### config.mk
export PLATFORM = sky130hd
export DESIGN_NAME = sorted_unique_code_set_top
export DESIGN_NICKNAME = d
export VERILOG_FILES = /design/src/rtl/sucs_pkg.sv /design/src/rtl/sorted_unique_code_set_top.sv /design/src/rtl/sucs_cell.sv
export SDC_FILE = /design/constraint.sdc
export NUM_CORES = 1
export LEC_CHECK = 0
export BUFFER_PORTS_ARGS = -buffer_cell sky130_fd_sc_hd__buf_2
export CAP_MARGIN = 0
export CORE_MARGIN = 1
export CORE_UTILIZATION = 25
export CTS_CLUSTER_DIAMETER = 80
export DETAILED_ROUTE_END_ITERATION = 12
export GPL_ROUTABILITY_DRIVEN = 0
export PLACE_DENSITY_LB_ADDON = 0.05
export SLEW_MARGIN = 5
export SYNTH_ARGS = -nofsm -noshare
export SYNTH_HDL_FRONTEND = slang
export SYNTH_SLANG_ARGS = --single-unit
### constraint.sdc
create_clock -name clk -period 4.5 [get_ports clk]
set_clock_uncertainty 0.2 [all_clocks]
set_input_delay 1.125 -clock clk [delete_from_list [all_inputs] [get_ports clk]]
set_output_delay 1.125 -clock clk [all_outputs]
set_load 0.1 [all_outputs]
### src/rtl/sucs_pkg.sv
// ----------------------------------------------------------------------------
// sucs_pkg
// Shared codes and types for the sorted unique code set.
// ----------------------------------------------------------------------------
package sucs_pkg;

  localparam logic [1:0] FUNC_INSERT = 2'd0;
  localparam logic [1:0] FUNC_REMOVE = 2'd1;
  localparam logic [1:0] FUNC_LIST   = 2'd2;

  localparam logic [1:0] STAT_DONE    = 2'd0;
  localparam logic [1:0] STAT_PRESENT = 2'd1;
  localparam logic [1:0] STAT_ABSENT  = 2'd2;
  localparam logic [1:0] STAT_FULL    = 2'd3;

  typedef enum logic [1:0] {
    CELL_HOLD,
    CELL_INSERT,
    CELL_REMOVE,
    CELL_ROTATE
  } cell_op_t;

  typedef struct packed {
    cell_op_t op;
    logic     lt_left;  // left neighbour holds a code below the key
    logic     lt_here;  // this cell holds a code below the key
    logic     occ;      // this cell lies inside the stored run
    logic     is_tail;  // this cell holds the last stored code
  } cell_ctrl_t;

endpackage

### src/rtl/sorted_unique_code_set_top.sv
// ----------------------------------------------------------------------------
// sorted_unique_code_set_top
// Ascending set of distinct fault codes held in a chain of compare cells.
// ----------------------------------------------------------------------------
// insert, remove and unused ops: the key is compared in the CMP state and the
// result word is loaded in UPD, after which the block returns to idle; a list of
// n codes loads its entries from the LIST state, one a cycle while the output is
// free, the chain rotating one place per entry. one word in flight at a time, and a
// result word still waiting delays the next update until it is taken
// reset clears the state, the stored count, the list index and m_tvalid; cell contents stay as they are
module sorted_unique_code_set_top
  import sucs_pkg::*;
#(
  parameter int CAPACITY   = 16,
  parameter int CODE_WIDTH = 8
) (
  input  logic        clk,
  input  logic        rst,
  input  logic        s_tvalid,
  output logic        s_tready,
  input  logic [7:0]  s_tdata,   // code[7:0]
  input  logic [1:0]  s_tuser,   // func[1:0]
  output logic        m_tvalid,
  input  logic        m_tready,
  // status[1:0], entry_valid[2], entry_code[10:3], entry_index[14:11],
  // count[19:15], zero fill[23:20]
  output logic [23:0] m_tdata,
  output logic        m_tlast
);

  localparam int CNT_W = $clog2(CAPACITY + 1);

  localparam logic [1:0] ST_IDLE = 2'd0;
  localparam logic [1:0] ST_CMP  = 2'd1;
  localparam logic [1:0] ST_UPD  = 2'd2;
  localparam logic [1:0] ST_LIST = 2'd3;

  logic [1:0]            state;
  logic [1:0]            func_q;
  logic [CODE_WIDTH-1:0] key_q;
  logic [CODE_WIDTH+7:0] key_wide;
  logic [CNT_W-1:0]      cnt;
  logic [CNT_W-1:0]      cnt_next;
  logic [CNT_W-1:0]      k;
  logic [CAPACITY-1:0]   lt_vec;
  logic [CAPACITY-1:0]   eq_vec;
  logic [CAPACITY-1:0]   lt_q;
  logic                  hit_q;
  logic                  full;
  logic                  out_free;
  logic                  load;
  cell_op_t              op;

  logic [CODE_WIDTH-1:0] vals [CAPACITY];
  cell_ctrl_t            ctrl [CAPACITY];

  logic [1:0]            o_status;
  logic                  o_valid;
  logic [7:0]            o_code;
  logic [3:0]            o_index;
  logic [4:0]            o_count;
  logic                  o_last;

  logic [1:0]            ld_status;
  logic                  ld_valid;
  logic [7:0]            ld_code;
  logic [3:0]            ld_index;
  logic                  ld_last;
  logic [CODE_WIDTH+7:0] head_wide;
  logic [CNT_W+3:0]      k_wide;
  logic [CNT_W+4:0]      cnt_wide;

  assign s_tready = (state == ST_IDLE);
  assign out_free = !m_tvalid || m_tready;
  assign full     = (cnt == CNT_W'(CAPACITY));
  assign key_wide = {{CODE_WIDTH{1'b0}}, s_tdata};
  assign head_wide = {8'b0, vals[0]};
  assign k_wide   = {4'b0, k};
  assign cnt_wide = {5'b0, cnt_next};

  assign m_tdata = {4'b0, o_count, o_index, o_code, o_valid, o_status};
  assign m_tlast = o_last;

  // per-cell control, all cells share the op
  always_comb begin
    for (int i = 0; i < CAPACITY; i++) begin
      ctrl[i].op      = op;
      ctrl[i].lt_left = (i == 0) ? 1'b1 : lt_q[(i == 0) ? 0 : i - 1];
      ctrl[i].lt_here = lt_q[i];
      ctrl[i].occ     = (CNT_W'(i) < cnt);
      ctrl[i].is_tail = (cnt == CNT_W'(i + 1));
    end
  end

  for (genvar g = 0; g < CAPACITY; g++) begin : g_cell
    logic [CODE_WIDTH-1:0] lv;
    logic [CODE_WIDTH-1:0] rv;
    if (g == 0) begin : g_first
      assign lv = vals[0];
    end else begin : g_mid
      assign lv = vals[g-1];
    end
    if (g == CAPACITY - 1) begin : g_last
      assign rv = vals[g];
    end else begin : g_inner
      assign rv = vals[g+1];
    end
    sucs_cell #(
      .CODE_WIDTH(CODE_WIDTH)
    ) u_cell (
      .clk      (clk),
      .ctrl     (ctrl[g]),
      .key      (key_q),
      .left_val (lv),
      .right_val(rv),
      .head_val (vals[0]),
      .val      (vals[g]),
      .lt       (lt_vec[g]),
      .eq       (eq_vec[g])
    );
  end

  // decide op, count and the word to load
  always_comb begin
    op        = CELL_HOLD;
    cnt_next  = cnt;
    load      = 1'b0;
    ld_status = STAT_DONE;
    ld_valid  = 1'b0;
    ld_code   = 8'b0;
    ld_index  = 4'b0;
    ld_last   = 1'b1;
    case (state)
      ST_UPD: begin
        if (out_free) begin
          case (func_q)
            FUNC_INSERT: begin
              load = 1'b1;
              if (hit_q) begin
                ld_status = STAT_PRESENT;
              end else if (full) begin
                ld_status = STAT_FULL;
              end else begin
                op       = CELL_INSERT;
                cnt_next = cnt + 1'b1;
              end
            end
            FUNC_REMOVE: begin
              load = 1'b1;
              if (hit_q) begin
                op       = CELL_REMOVE;
                cnt_next = cnt - 1'b1;
              end else begin
                ld_status = STAT_ABSENT;
              end
            end
            FUNC_LIST: begin
              load = (cnt == '0);
            end
            default: begin
              load = 1'b1;
            end
          endcase
        end
      end
      ST_LIST: begin
        if (out_free) begin
          load     = 1'b1;
          op       = CELL_ROTATE;
          ld_valid = 1'b1;
          ld_code  = head_wide[7:0];
          ld_index = k_wide[3:0];
          ld_last  = (k + 1'b1 == cnt);
        end
      end
      default: begin
        op = CELL_HOLD;
      end
    endcase
  end

  always_ff @(posedge clk) begin
    if (rst) begin
      state    <= ST_IDLE;
      cnt      <= '0;
      k        <= '0;
      m_tvalid <= 1'b0;
    end else begin
      cnt <= cnt_next;
      if (load) begin
        m_tvalid <= 1'b1;
      end else if (m_tready) begin
        m_tvalid <= 1'b0;
      end
      case (state)
        ST_IDLE: begin
          if (s_tvalid) begin
            state <= ST_CMP;
          end
        end
        ST_CMP: begin
          state <= ST_UPD;
        end
        ST_UPD: begin
          if (out_free) begin
            k <= '0;
            if (func_q == FUNC_LIST && cnt != '0) begin
              state <= ST_LIST;
            end else begin
              state <= ST_IDLE;
            end
          end
        end
        ST_LIST: begin
          if (out_free) begin
            k <= k + 1'b1;
            if (ld_last) begin
              state <= ST_IDLE;
            end
          end
        end
        default: begin
          state <= ST_IDLE;
        end
      endcase
    end
  end

  // payload registers
  always_ff @(posedge clk) begin
    if (s_tvalid && s_tready) begin
      func_q <= s_tuser;
      key_q  <= key_wide[CODE_WIDTH-1:0];
    end
    if (state == ST_CMP) begin
      lt_q  <= lt_vec;
      hit_q <= |eq_vec;
    end
    if (load) begin
      o_status <= ld_status;
      o_valid  <= ld_valid;
      o_code   <= ld_code;
      o_index  <= ld_index;
      o_count  <= cnt_wide[4:0];
      o_last   <= ld_last;
    end
  end

endmodule

### src/rtl/sucs_cell.sv
// ----------------------------------------------------------------------------
// sucs_cell
// One slot of the sorted chain: holds a code, compares it with the key and
// takes a new value from the key, a neighbour or the head of the chain.
// ----------------------------------------------------------------------------
module sucs_cell
  import sucs_pkg::*;
#(
  parameter int CODE_WIDTH = 8
) (
  input  logic                  clk,
  input  cell_ctrl_t            ctrl,
  input  logic [CODE_WIDTH-1:0] key,
  input  logic [CODE_WIDTH-1:0] left_val,
  input  logic [CODE_WIDTH-1:0] right_val,
  input  logic [CODE_WIDTH-1:0] head_val,
  output logic [CODE_WIDTH-1:0] val,
  output logic                  lt,
  output logic                  eq
);

  assign lt = ctrl.occ && (val < key);
  assign eq = ctrl.occ && (val == key);

  always_ff @(posedge clk) begin
    case (ctrl.op)
      CELL_INSERT: begin
        if (!ctrl.lt_here) begin
          val <= ctrl.lt_left ? key : left_val;
        end
      end
      CELL_REMOVE: begin
        if (!ctrl.lt_here) begin
          val <= right_val;
        end
      end
      CELL_ROTATE: begin
        val <= ctrl.is_tail ? head_val : right_val;
      end
      default: begin
        val <= val;
      end
    endcase
  end

endmodule

==> results.py, run 1 <==
metrics = {
    "run_status": {
        "outcome": "completed",
    },
    "final_layout": {
        "layout_commonest_cell": "edfxtp_1",
        "nets": 1388,
        "diodes": 0,
        "drive_gt1_share_pct": 11.7,
        "syn2layout_area_growth_pct": 13.7,
        "final_cell_mix": "edfxtp_1, ha_1, mux2i_1",
    },
    "job": {
        "cap_violations": 0,
    },
    "die": {
        "core_mm2": 0.0512,
        "rows": 83,
        "die_w_um": 230,
        "die_h_um": 230,
        "start_util_pct": 25.3,
        "io_pins": 41,
        "fp.dieArea_mm2": 0.0527,
    },
    "clock_network": {
        "clk_pin_slew_ns": 0.08,
        "clock-sinks": 189,
        "cts_made_buffers": 17,
        "cts_setup_buffers": 0,
        "cts_root_buffer": "clkbuf_16",
        "ctsHoldBuffers": 0,
        "clkLatencyLatePin_ns": 0.51,
        "cts_max_level": 4,
        "cts_max_path_buffers": 2,
        "tritoncts": "built",
        "cts.repair.resized": 0,
    },
    "timing": {
        "hold_violations": 0,
        "final.setup.tns_ns": 0,
        "finalSetupViolCount": 0,
        "slew_violations": 0,
        "fin_crit_sh_pct": 83.7,
        "worstMarginPinSlew_ns": 1.07,
        "fin_ws_ns": 0.733,
        "hold_slack_ns": 0.317,
        "rsz0062_at_grt": "no",
        "max_freq_mhz": 265,
        "min_period_ns": 3.77,
        "max_slew_margin_pct": 27.8,
    },
    "synth": {
        "netlist_area_mm2": 0.0129,
        "synth_top_family_by_area": "compound AO/OA/AOI/OAI gates",
        "synth_seq_cells": 189,
        "synth-simple-area-share_pct": 10.5,
        "synth_area_per_cell_um2": 10.8,
        "synth_fa_ha_area_share_pct": 13.0,
        "postSynthCellCount": 1201,
        "yosysWarnings": 0,
        "synth-main-ff-cell": "edfxtp_1",
        "ys_types": 59,
        "synth_xor_area_share_pct": 0.745,
        "synth_seq_area_share_pct": 42.9,
        "synth_compound_area_share_pct": 20.0,
        "synthArstFlopShare_pct": 0,
        "synth_edf_count": 176,
        "synthMuxAreaShare_pct": 8.59,
    },
    "route": {
        "vias": 10200,
        "avgViaCountPerCell": 5.28,
        "dr.first_iter.drc_count": 751,
        "drt-total-wl_mm": 53.9,
        "ant_nets": 0,
        "avgRoutedWirePerCell_um": 27.9,
        "firstDrtPassIters": 5,
        "drc_errors": 0,
    },
    "critical_path": {
        "cp_slowest_cell": "dfxtp_1",
        "end_kind": "flop",
        "worstPathMaxFanout": 20,
        "crit_arrival_ns": 3.82,
        "worstPathCellList": "inv_1, ha_1, nand4bb_1, a31oi_2, buf_4, nand2b_1, o21a_1, a221o_1",
        "cp_slowest_stage_delay_ns": 0.85,
        "start_kind": "flop",
        "rr_worst_depth": 8,
        "critPathKind": "flop to flop",
        "required_ns": 4.55,
    },
    "power": {
        "p_sw_share_pct": 32.1,
        "pwr-share-seq_pct": 44.8,
        "power.density_mw_per_mm2": 332,
        "power_leakage_nw": 6.06,
        "p_int_w": 0.00332,
        "combPwrFrac_pct": 20.0,
        "p_switching_w": 0.00157,
        "clkPwrFrac_pct": 35.2,
        "irDropWorstVdd_uv": 302,
    },
    "place": {
        "dp_hpwl_mm": 38.6,
        "detailedPlace.worstSlack_ns": 0.826,
        "port-buffer-count": 36,
    },
    "grt": {
        "grt_max_degree": 64,
        "antenna_found_initial": 0,
        "overflow": 0,
        "grt_use_total_pct": 20.8,
        "grt_pass1_vias": 10200,
        "grt_pass1_wl_mm": 77.2,
    },
    "worst_hold_path": {
        "hold_depth": 2,
        "hold_path_class": "flop to flop",
    },
}
-- power by group through the flow --
stage               Combinational (W)  Clock [W]  Sequential (W)
finish                       0.000978    0.00172         0.00219
global route                  0.00107    0.00182         0.00220
detailed placement           0.000981          0         0.00223
floorplan                    0.000622          0         0.00221
global placement             0.000985          0         0.00223
CTS                          0.000984    0.00178         0.00219
-- critical path: cells and delay by family, from the launching register on --
kind,cells,cell delay [ns]
AO/OA/AOI/OAI,3,0.96
flip-flops,1,0.85
AND/OR/NAND/NOR,2,0.67
buffers and inverters,2,0.46
adder cells (fa/ha/maj),1,0.36
-- cells in the mapped netlist, drive strengths merged, types with 19 or more instances --
cell type	instances	area, um^2
a211oi	20	150
ha	134	1680
o21ai	61	309
o22ai	85	532
edfxtp	176	5290
nand2	42	158
nor2	44	183
a21oi	50	250
a21o	100	751
mux2i	111	1110
nor2b	40	250
clkbuf	25	93.8
nand3	25	130
nor3	19	121
buf	51	288
nand4	32	200
inv	45	169
-- metrics by stage --
step	utilization, %	std cells	power, W	area (um^2)
2_1_floorplan	-	1204	0.00283	13000
3_3_place_gp	27.5	1901	0.00321	14100
3_5_place_dp	27.5	1901	0.00321	14100
4_1_cts	28.7	1933	0.00496	14700
5_1_grt	28.7	1933	0.00510	14700
6_report	28.7	1933	0.00489	14700
-- state kept, by name, indices dropped and copies added, names as in the netlist --
name and count:
o_valid 1, o_count 5, o_status 2, o_code 8
o_index 4, func_q 2, g_cell.u_cell.val 128, k 5
key_q 8, lt_q 16, m_tvalid 1, cnt 5
hit_q 1, state 2, m_tlast 1
-- layout make-up --
| type | instances | area [um^2] |
|---|---|---|
| Clock buffer | 19 | 453 |
| Clock inverter | 13 | 178 |
| Fill cell | 5383 | 36500 |
| Inverter | 47 | 176 |
| Multi-Input combinational cell | 892 | 6860 |
| Sequential cell | 189 | 5550 |
| Tap cell | 680 | 851 |
| Timing Repair Buffer | 93 | 646 |
-- logic make-up after synthesis --
| logic type | Yosys count |
|---|---|
| multiplexers | 111 |
| AO/OA/AOI/OAI | 386 |
| AND/OR/NAND/NOR | 246 |
| buffers and inverters | 123 |
| adder cells (fa/ha/maj) | 134 |
| flip-flops | 189 |
| XOR/XNOR | 11 |
| other | 1 |
-- metal layers --
layer  wire [um]  global-route usage [%]  vias to the layer above
met4         886                    5.56                        0
met5           0                       0                        -
met2       24200                    31.9                      215
met1       26900                    29.6                     5217
li1            -                       -                     4737
met3        1970                    3.72                       34
-- worst paths after layout --
kind | startpoint | to | slack (ns)
setup / recovery | cnt[1] | g_cell[2].u_cell.val[0] | 0.73
hold / removal | k[1] | k[1] | 0.32
setup reg to reg | cnt[1] | g_cell[2].u_cell.val[0] | 0.73
hold reg to reg | k[1] | k[1] | 0.32
Power figures use the tool's default switching activity.
==> run 2: changes to the inputs <==
- ABC_AREA: default -> 1
- clock period: 4.5 -> 3 ns (I/O delays scaled with it)
==> results.py, run 2 <==
metrics = {
    "run_status": {
        "outcome": "completed",
    },
    "grt": {
        "met1_usage_pct": 30.5,
        "antenna_found_initial": 0,
        "grt_max_degree": 57,
        "grt_use_total_pct": 21.7,
        "grt_pass1_vias": 11900,
        "grt_pass1_wl_mm": 85.9,
        "overflow": 0,
        "met2_usage_pct": 34.1,
        "globalRoute.busiestLayer": "met2",
        "grtUsageMet3_pct": 3.91,
    },
    "synth": {
        "postSynthCellCount": 1652,
        "synth-main-ff-cell": "edfxtp_1",
        "synthArstFlopShare_pct": 0,
        "synth_area_per_cell_um2": 8.32,
        "synth_common_cells": "nand2_1, o21ai_0, edfxtp_1, inv_1, ha_1",
        "synth_seq_area_share_pct": 40.3,
        "synth-simple-area-share_pct": 16.6,
        "ys_types": 49,
        "synthMuxAreaShare_pct": 0,
        "synth_edf_count": 176,
        "synth_top_area_share_pct": 38.4,
        "synth_fa_ha_area_share_pct": 12.2,
        "synth_top_family_by_area": "compound AO/OA/AOI/OAI gates",
        "yosysWarnings": 0,
        "yosysTopAreaCell": "edfxtp_1",
        "synth_xor_area_share_pct": 0.191,
        "synthTopCellsByArea": "edfxtp_1, ha_1, nand2_1, o21ai_0, inv_1",
        "yosysMostFrequentCell": "nand2_1",
        "synth_compound_area_share_pct": 22.4,
        "synth_seq_cells": 189,
        "netlist_area_mm2": 0.0137,
    },
    "worst_hold_path": {
        "hold_path_class": "input pin to flop",
        "hold_depth": 1,
    },
    "timing": {
        "max_freq_mhz": 371,
        "rsz0062_at_grt": "no",
        "fin_crit_sh_pct": 89.9,
        "slew_violations": 0,
        "finalSetupViolCount": 0,
        "min_period_ns": 2.70,
        "final.setup.tns_ns": 0,
        "hold_slack_ns": 0.222,
        "max_slew_margin_pct": 37.6,
        "worstMarginPinSlew_ns": 0.934,
        "hold_violations": 0,
    },
    "critical_path": {
        "crit_arrival_ns": 2.76,
        "start_kind": "flop",
        "end_kind": "flop",
        "critPathKind": "flop to flop",
        "required_ns": 3.07,
        "r2r_start": "key_q[4]",
        "rr_worst_depth": 10,
        "crit_end": "hit_q",
        "reg2reg_slack_ns": 0.30,
        "worstPathMaxFanout": 23,
        "crit-reg2reg-capture": "hit_q",
        "worstSetupStartpoint": "key_q[4]",
    },
    "power": {
        "clkPwrFrac_pct": 18.7,
        "irDropWorstVdd_uv": 480,
        "p_switching_w": 0.00573,
        "power_leakage_nw": 6.48,
        "power.density_mw_per_mm2": 795,
        "pwr-share-seq_pct": 36.5,
        "p_int_w": 0.00693,
        "p_sw_share_pct": 45.3,
        "combPwrFrac_pct": 44.8,
    },
    "clock_network": {
        "clkLatencyLatePin_ns": 0.50,
        "cts_setup_buffers": 0,
        "cts.repair.resized": 0,
        "ctsHoldBuffers": 0,
        "cts_max_level": 4,
        "clock-sinks": 189,
        "cts_root_buffer": "clkbuf_16",
        "tritoncts": "built",
        "clk_pin_slew_ns": 0.08,
        "cts_max_path_buffers": 2,
        "cts_made_buffers": 17,
    },
    "route": {
        "avgRoutedWirePerCell_um": 24.5,
        "drt-total-wl_mm": 59.6,
        "drc_errors": 0,
        "ant_nets": 0,
        "firstDrtPassIters": 7,
        "avgViaCountPerCell": 5.01,
        "dr.first_iter.drc_count": 1114,
        "vias": 12200,
    },
    "final_layout": {
        "nets": 1874,
        "largest_register_ffs": 128,
        "drive_gt1_share_pct": 13.2,
        "syn2layout_area_growth_pct": 15.8,
        "reg_top3": "g_cell.u_cell.val (128), lt_q (16)",
        "nFillCells": 5774,
        "diodes": 0,
        "final_cell_mix": "nand2_1, o21ai_0, edfxtp_1",
        "layout_commonest_cell": "nand2_1",
        "top_register": "g_cell.u_cell.val",
    },
    "place": {
        "port-buffer-count": 36,
        "dp_hpwl_mm": 44.8,
    },
    "die": {
        "fp.dieArea_mm2": 0.0559,
        "die_h_um": 236,
        "rows": 85,
        "start_util_pct": 25.4,
        "io_pins": 41,
        "die_w_um": 236,
        "core_mm2": 0.0540,
    },
    "job": {
        "cap_violations": 0,
    },
}
## run 2: cell types whose count changed after synthesis, sizes merged, moves of 18 or more
| cell | before | now |
|---|---|---|
| mux2i | 111 | 0 |
| o22ai | 85 | 12 |
| o21bai | 5 | 31 |
| o211ai | 2 | 73 |
| inv | 45 | 169 |
| a21oi | 50 | 83 |
| clkbuf | 25 | 43 |
| nand2 | 42 | 393 |
| a21o | 100 | 0 |
| o21ai | 61 | 254 |
| nor2b | 40 | 0 |
| nor2 | 44 | 84 |
## run 2: logic make-up (layout without fill, tap and decap cells)
group                    count (synthesis)  after routing
AO/OA/AOI/OAI                          510            510
XOR/XNOR                                 3              3
adder cells (fa/ha/maj)                134            134
buffers and inverters                  264            348
flip-flops                             189            189
other                                    1              4
AND/OR/NAND/NOR                        551            551
## run 2: worst max-delay path, stage by stage (launching register included)
cell	delay (ns)
edfxtp_1	0.54
inv_1	0.16
buf_12	0.22
ha_1	0.26
nand2_1	0.08
nor3_1	0.05
nand4_1	0.14
nand4_1	0.25
nor2_1	0.29
buf_4	0.18
nand2_1	0.05
## run 2: power by group through the flow
stage / sequential [W] / clock (W) / combinational, W
CTS: 0.00463 / 0.00247 / 0.00572
global route: 0.00470 / 0.00254 / 0.00634
finish: 0.00462 / 0.00237 / 0.00567
global placement: 0.00469 / 0 / 0.00567
floorplan: 0.00452 / 0 / 0.00360
detailed placement: 0.00468 / 0 / 0.00570
## run 2: routing by layer
metal  share of wire (%)  wire length [um]
met1                  49             29000
met4                 1.6               976
met3                 4.2              2480
met2                  46             27100
met5                   0                 0
## run 2: cell type report
type | instances | area, um^2 | share of cell area, %
well taps | 696 | 871 | 5.47
clock inverters | 9 | 76.3 | 0.479
multi-input cells | 1202 | 7110 | 44.7
repair buffers | 147 | 1190 | 7.47
clock buffers | 23 | 489 | 3.07
inverters | 169 | 634 | 3.99
flip-flops and latches | 189 | 5550 | 34.8
## run 2: through the flow
step	setup WS, ns	total power [W]	util [%]	instance area (um^2)	std cells
after CTS	0.279	0.0128	29.5	15900	2435
final	0.303	0.0127	29.5	15900	2435
after global placement	0.209	0.0104	28.4	15400	2403
after detailed placement	0.213	0.0104	28.4	15400	2403
after global routing	0.193	0.0136	29.5	15900	2435
after floorplan	0.160	0.00813	-	13800	1655
## run 2: how the worst min path moves through the flow
stage / start / slack, ns / endpoint
3_5_place_dp: k[4] / 0.28 / k[4]
2_1_floorplan: k[4] / 0.25 / k[4]
4_1_cts: s_tdata[2] / 0.18 / key_q[2]
5_1_grt: s_tdata[5] / 0.19 / key_q[5]
3_3_place_gp: k[4] / 0.27 / k[4]
6_report: s_tdata[5] / 0.22 / key_q[5]
==> run 3: changes to the inputs <==
- ABC_AREA: 1 -> 0
- BUFFER_PORTS_ARGS: -buffer_cell sky130_fd_sc_hd__buf_2 -> -buffer_cell sky130_fd_sc_hd__buf_4
==> results.py, run 3 (synthesis results as in run 1) <==
metrics = {
    "final_layout": {
        "largest_register_ffs": 128,
        "diodes": 0,
        "reg_top3": "g_cell.u_cell.val (128), lt_q (16)",
        "postLayoutCoreUtil_pct": 29.9,
        "layout_commonest_cell": "edfxtp_1",
        "drive_gt1_share_pct": 15.6,
        "nFillCells": 5335,
        "nets": 1444,
        "syn2layout_area_growth_pct": 18.1,
        "final_cell_mix": "edfxtp_1, buf_4, ha_1",
        "top_register": "g_cell.u_cell.val",
    },
    "grt": {
        "grt_pass1_vias": 10400,
        "overflow": 0,
        "grt_pass1_wl_mm": 77.0,
        "grt_max_degree": 47,
        "grt_use_total_pct": 20.7,
        "antenna_found_initial": 0,
    },
    "route": {
        "avgViaCountPerCell": 5.17,
        "wl_met3_mm": 1.86,
        "vias": 10300,
        "dr.first_iter.drc_count": 750,
        "wl_met2_mm": 24.2,
        "drt-met1-wl_mm": 26.4,
        "drc_errors": 0,
        "avgRoutedWirePerCell_um": 26.8,
        "drt-total-wl_mm": 53.2,
        "ant_nets": 0,
        "top_layer": "met4",
        "firstDrtPassIters": 5,
    },
    "clock_network": {
        "clkLatencyLatePin_ns": 0.51,
        "clock-sinks": 189,
        "ctsHoldBuffers": 0,
        "cts_root_buffer": "clkbuf_16",
        "cts_setup_buffers": 0,
        "cts_max_level": 4,
        "cts.repair.resized": 0,
        "tritoncts": "built",
        "cts_max_path_buffers": 2,
        "cts_made_buffers": 17,
        "clk_pin_slew_ns": 0.08,
    },
    "timing": {
        "rsz0062_at_grt": "no",
        "hold_violations": 0,
        "fin_crit_sh_pct": 92.2,
        "min_period_ns": 2.77,
        "max_freq_mhz": 361,
        "max_slew_margin_pct": 41.0,
        "worstMarginPinSlew_ns": 0.874,
        "final.setup.tns_ns": 0,
        "finalSetupViolCount": 0,
        "slew_violations": 0,
    },
    "critical_path": {
        "start_kind": "flop",
        "critPathKind": "flop to flop",
        "worstPathCellList": "inv_1, buf_4, buf_4, ha_1, nand4_1, nor2_1, o22ai_1, o311ai_0, or3_1",
        "cp_slowest_stage_delay_ns": 0.41,
        "crit_arrival_ns": 2.82,
        "cpMostUsedCell": "buf_4",
        "cp_slowest_cell": "or3_1",
        "worstPathMaxFanout": 5,
        "rr_worst_depth": 9,
        "end_kind": "flop",
        "required_ns": 3.06,
    },
    "power": {
        "p_int_w": 0.00485,
        "p_switching_w": 0.00232,
        "power_leakage_nw": 6.34,
        "irDropWorstVdd_uv": 471,
        "power.density_mw_per_mm2": 469,
        "pwr-share-seq_pct": 45.4,
        "p_sw_share_pct": 32.3,
        "clkPwrFrac_pct": 32.7,
        "combPwrFrac_pct": 21.8,
    },
    "place": {
        "dp_hpwl_mm": 39.8,
        "port-buffer-count": 36,
    },
    "die": {
        "rows": 83,
        "fp.dieArea_mm2": 0.0527,
        "core_mm2": 0.0512,
        "die_h_um": 230,
        "die_w_um": 230,
        "io_pins": 41,
        "start_util_pct": 25.3,
    },
    "run_status": {
        "outcome": "completed",
    },
    "job": {
        "cap_violations": 0,
    },
    "worst_hold_path": {
        "hold_depth": 1,
        "hold_path_class": "input pin to flop",
    },
}
[run 3: cell types whose count changed in the layout (fill, tap and decap cells not counted), sizes merged, moves of 71 or more]
cell,previous run,this run
a21o,0,100
inv,172,52
mux2i,0,111
nand2,393,42
o211ai,73,2
o21ai,254,61
o22ai,12,85
[run 3: cell type report]
cell class              count  area (um^2)  area share (%)
clock inverters            13          113           0.737
inverters                  47          176            1.15
flip-flops and latches    189         5550            36.3
multi-input cells         892         6880            45.0
repair buffers            149         1280            8.38
well taps                 680          851            5.57
clock buffers              19          443            2.90
[run 3: worst paths after layout]
path                            slack, ns        from        to
worst max-delay path                 0.23    key_q[1]     hit_q
worst min-delay path                 0.22  s_tdata[6]  key_q[6]
worst max register to register       0.23    key_q[1]     hit_q
worst min register to register       0.29        k[1]      k[1]
[run 3: layer usage]
layer	up-vias	global-route usage (%)
met5	-	0
met4	0	5.23
met3	29	3.44
met2	202	32.1
met1	5200	29.5
li1	4855	-
[run 3: worst max-delay path: cells and delay by family (launching register included)]
kind            cells  cell delay [ns]
compound gates      2             0.50
simple gates        3             0.68
buf+inv             3             0.50
fa+ha+maj           1             0.25
flops               1             0.39
[run 3: stage by stage]
| stage | hold WS [ns] | instances | total power [W] | cell area (um^2) | setup WS (ns) |
|---|---|---|---|---|---|
| after detailed placement | 0.281 | 1957 | 0.00488 | 14700 | 0.0605 |
| after floorplan | 0.257 | 1204 | 0.00425 | 13000 | -0.106 |
| after CTS | 0.178 | 1989 | 0.00726 | 15300 | 0.137 |
| after global placement | 0.276 | 1957 | 0.00488 | 14700 | 0.0428 |
| after global routing | 0.188 | 1989 | 0.00750 | 15300 | 0.0802 |
| final | 0.217 | 1989 | 0.00716 | 15300 | 0.233 |
[run 3: power groups by stage]
stage | clock, W | combinational, W | sequential [W]
detailed placement | 0 | 0.00157 | 0.00331
CTS | 0.00243 | 0.00158 | 0.00325
global placement | 0 | 0.00156 | 0.00332
global route | 0.00251 | 0.00172 | 0.00327
finish | 0.00235 | 0.00157 | 0.00325
floorplan | 0 | 0.000933 | 0.00332
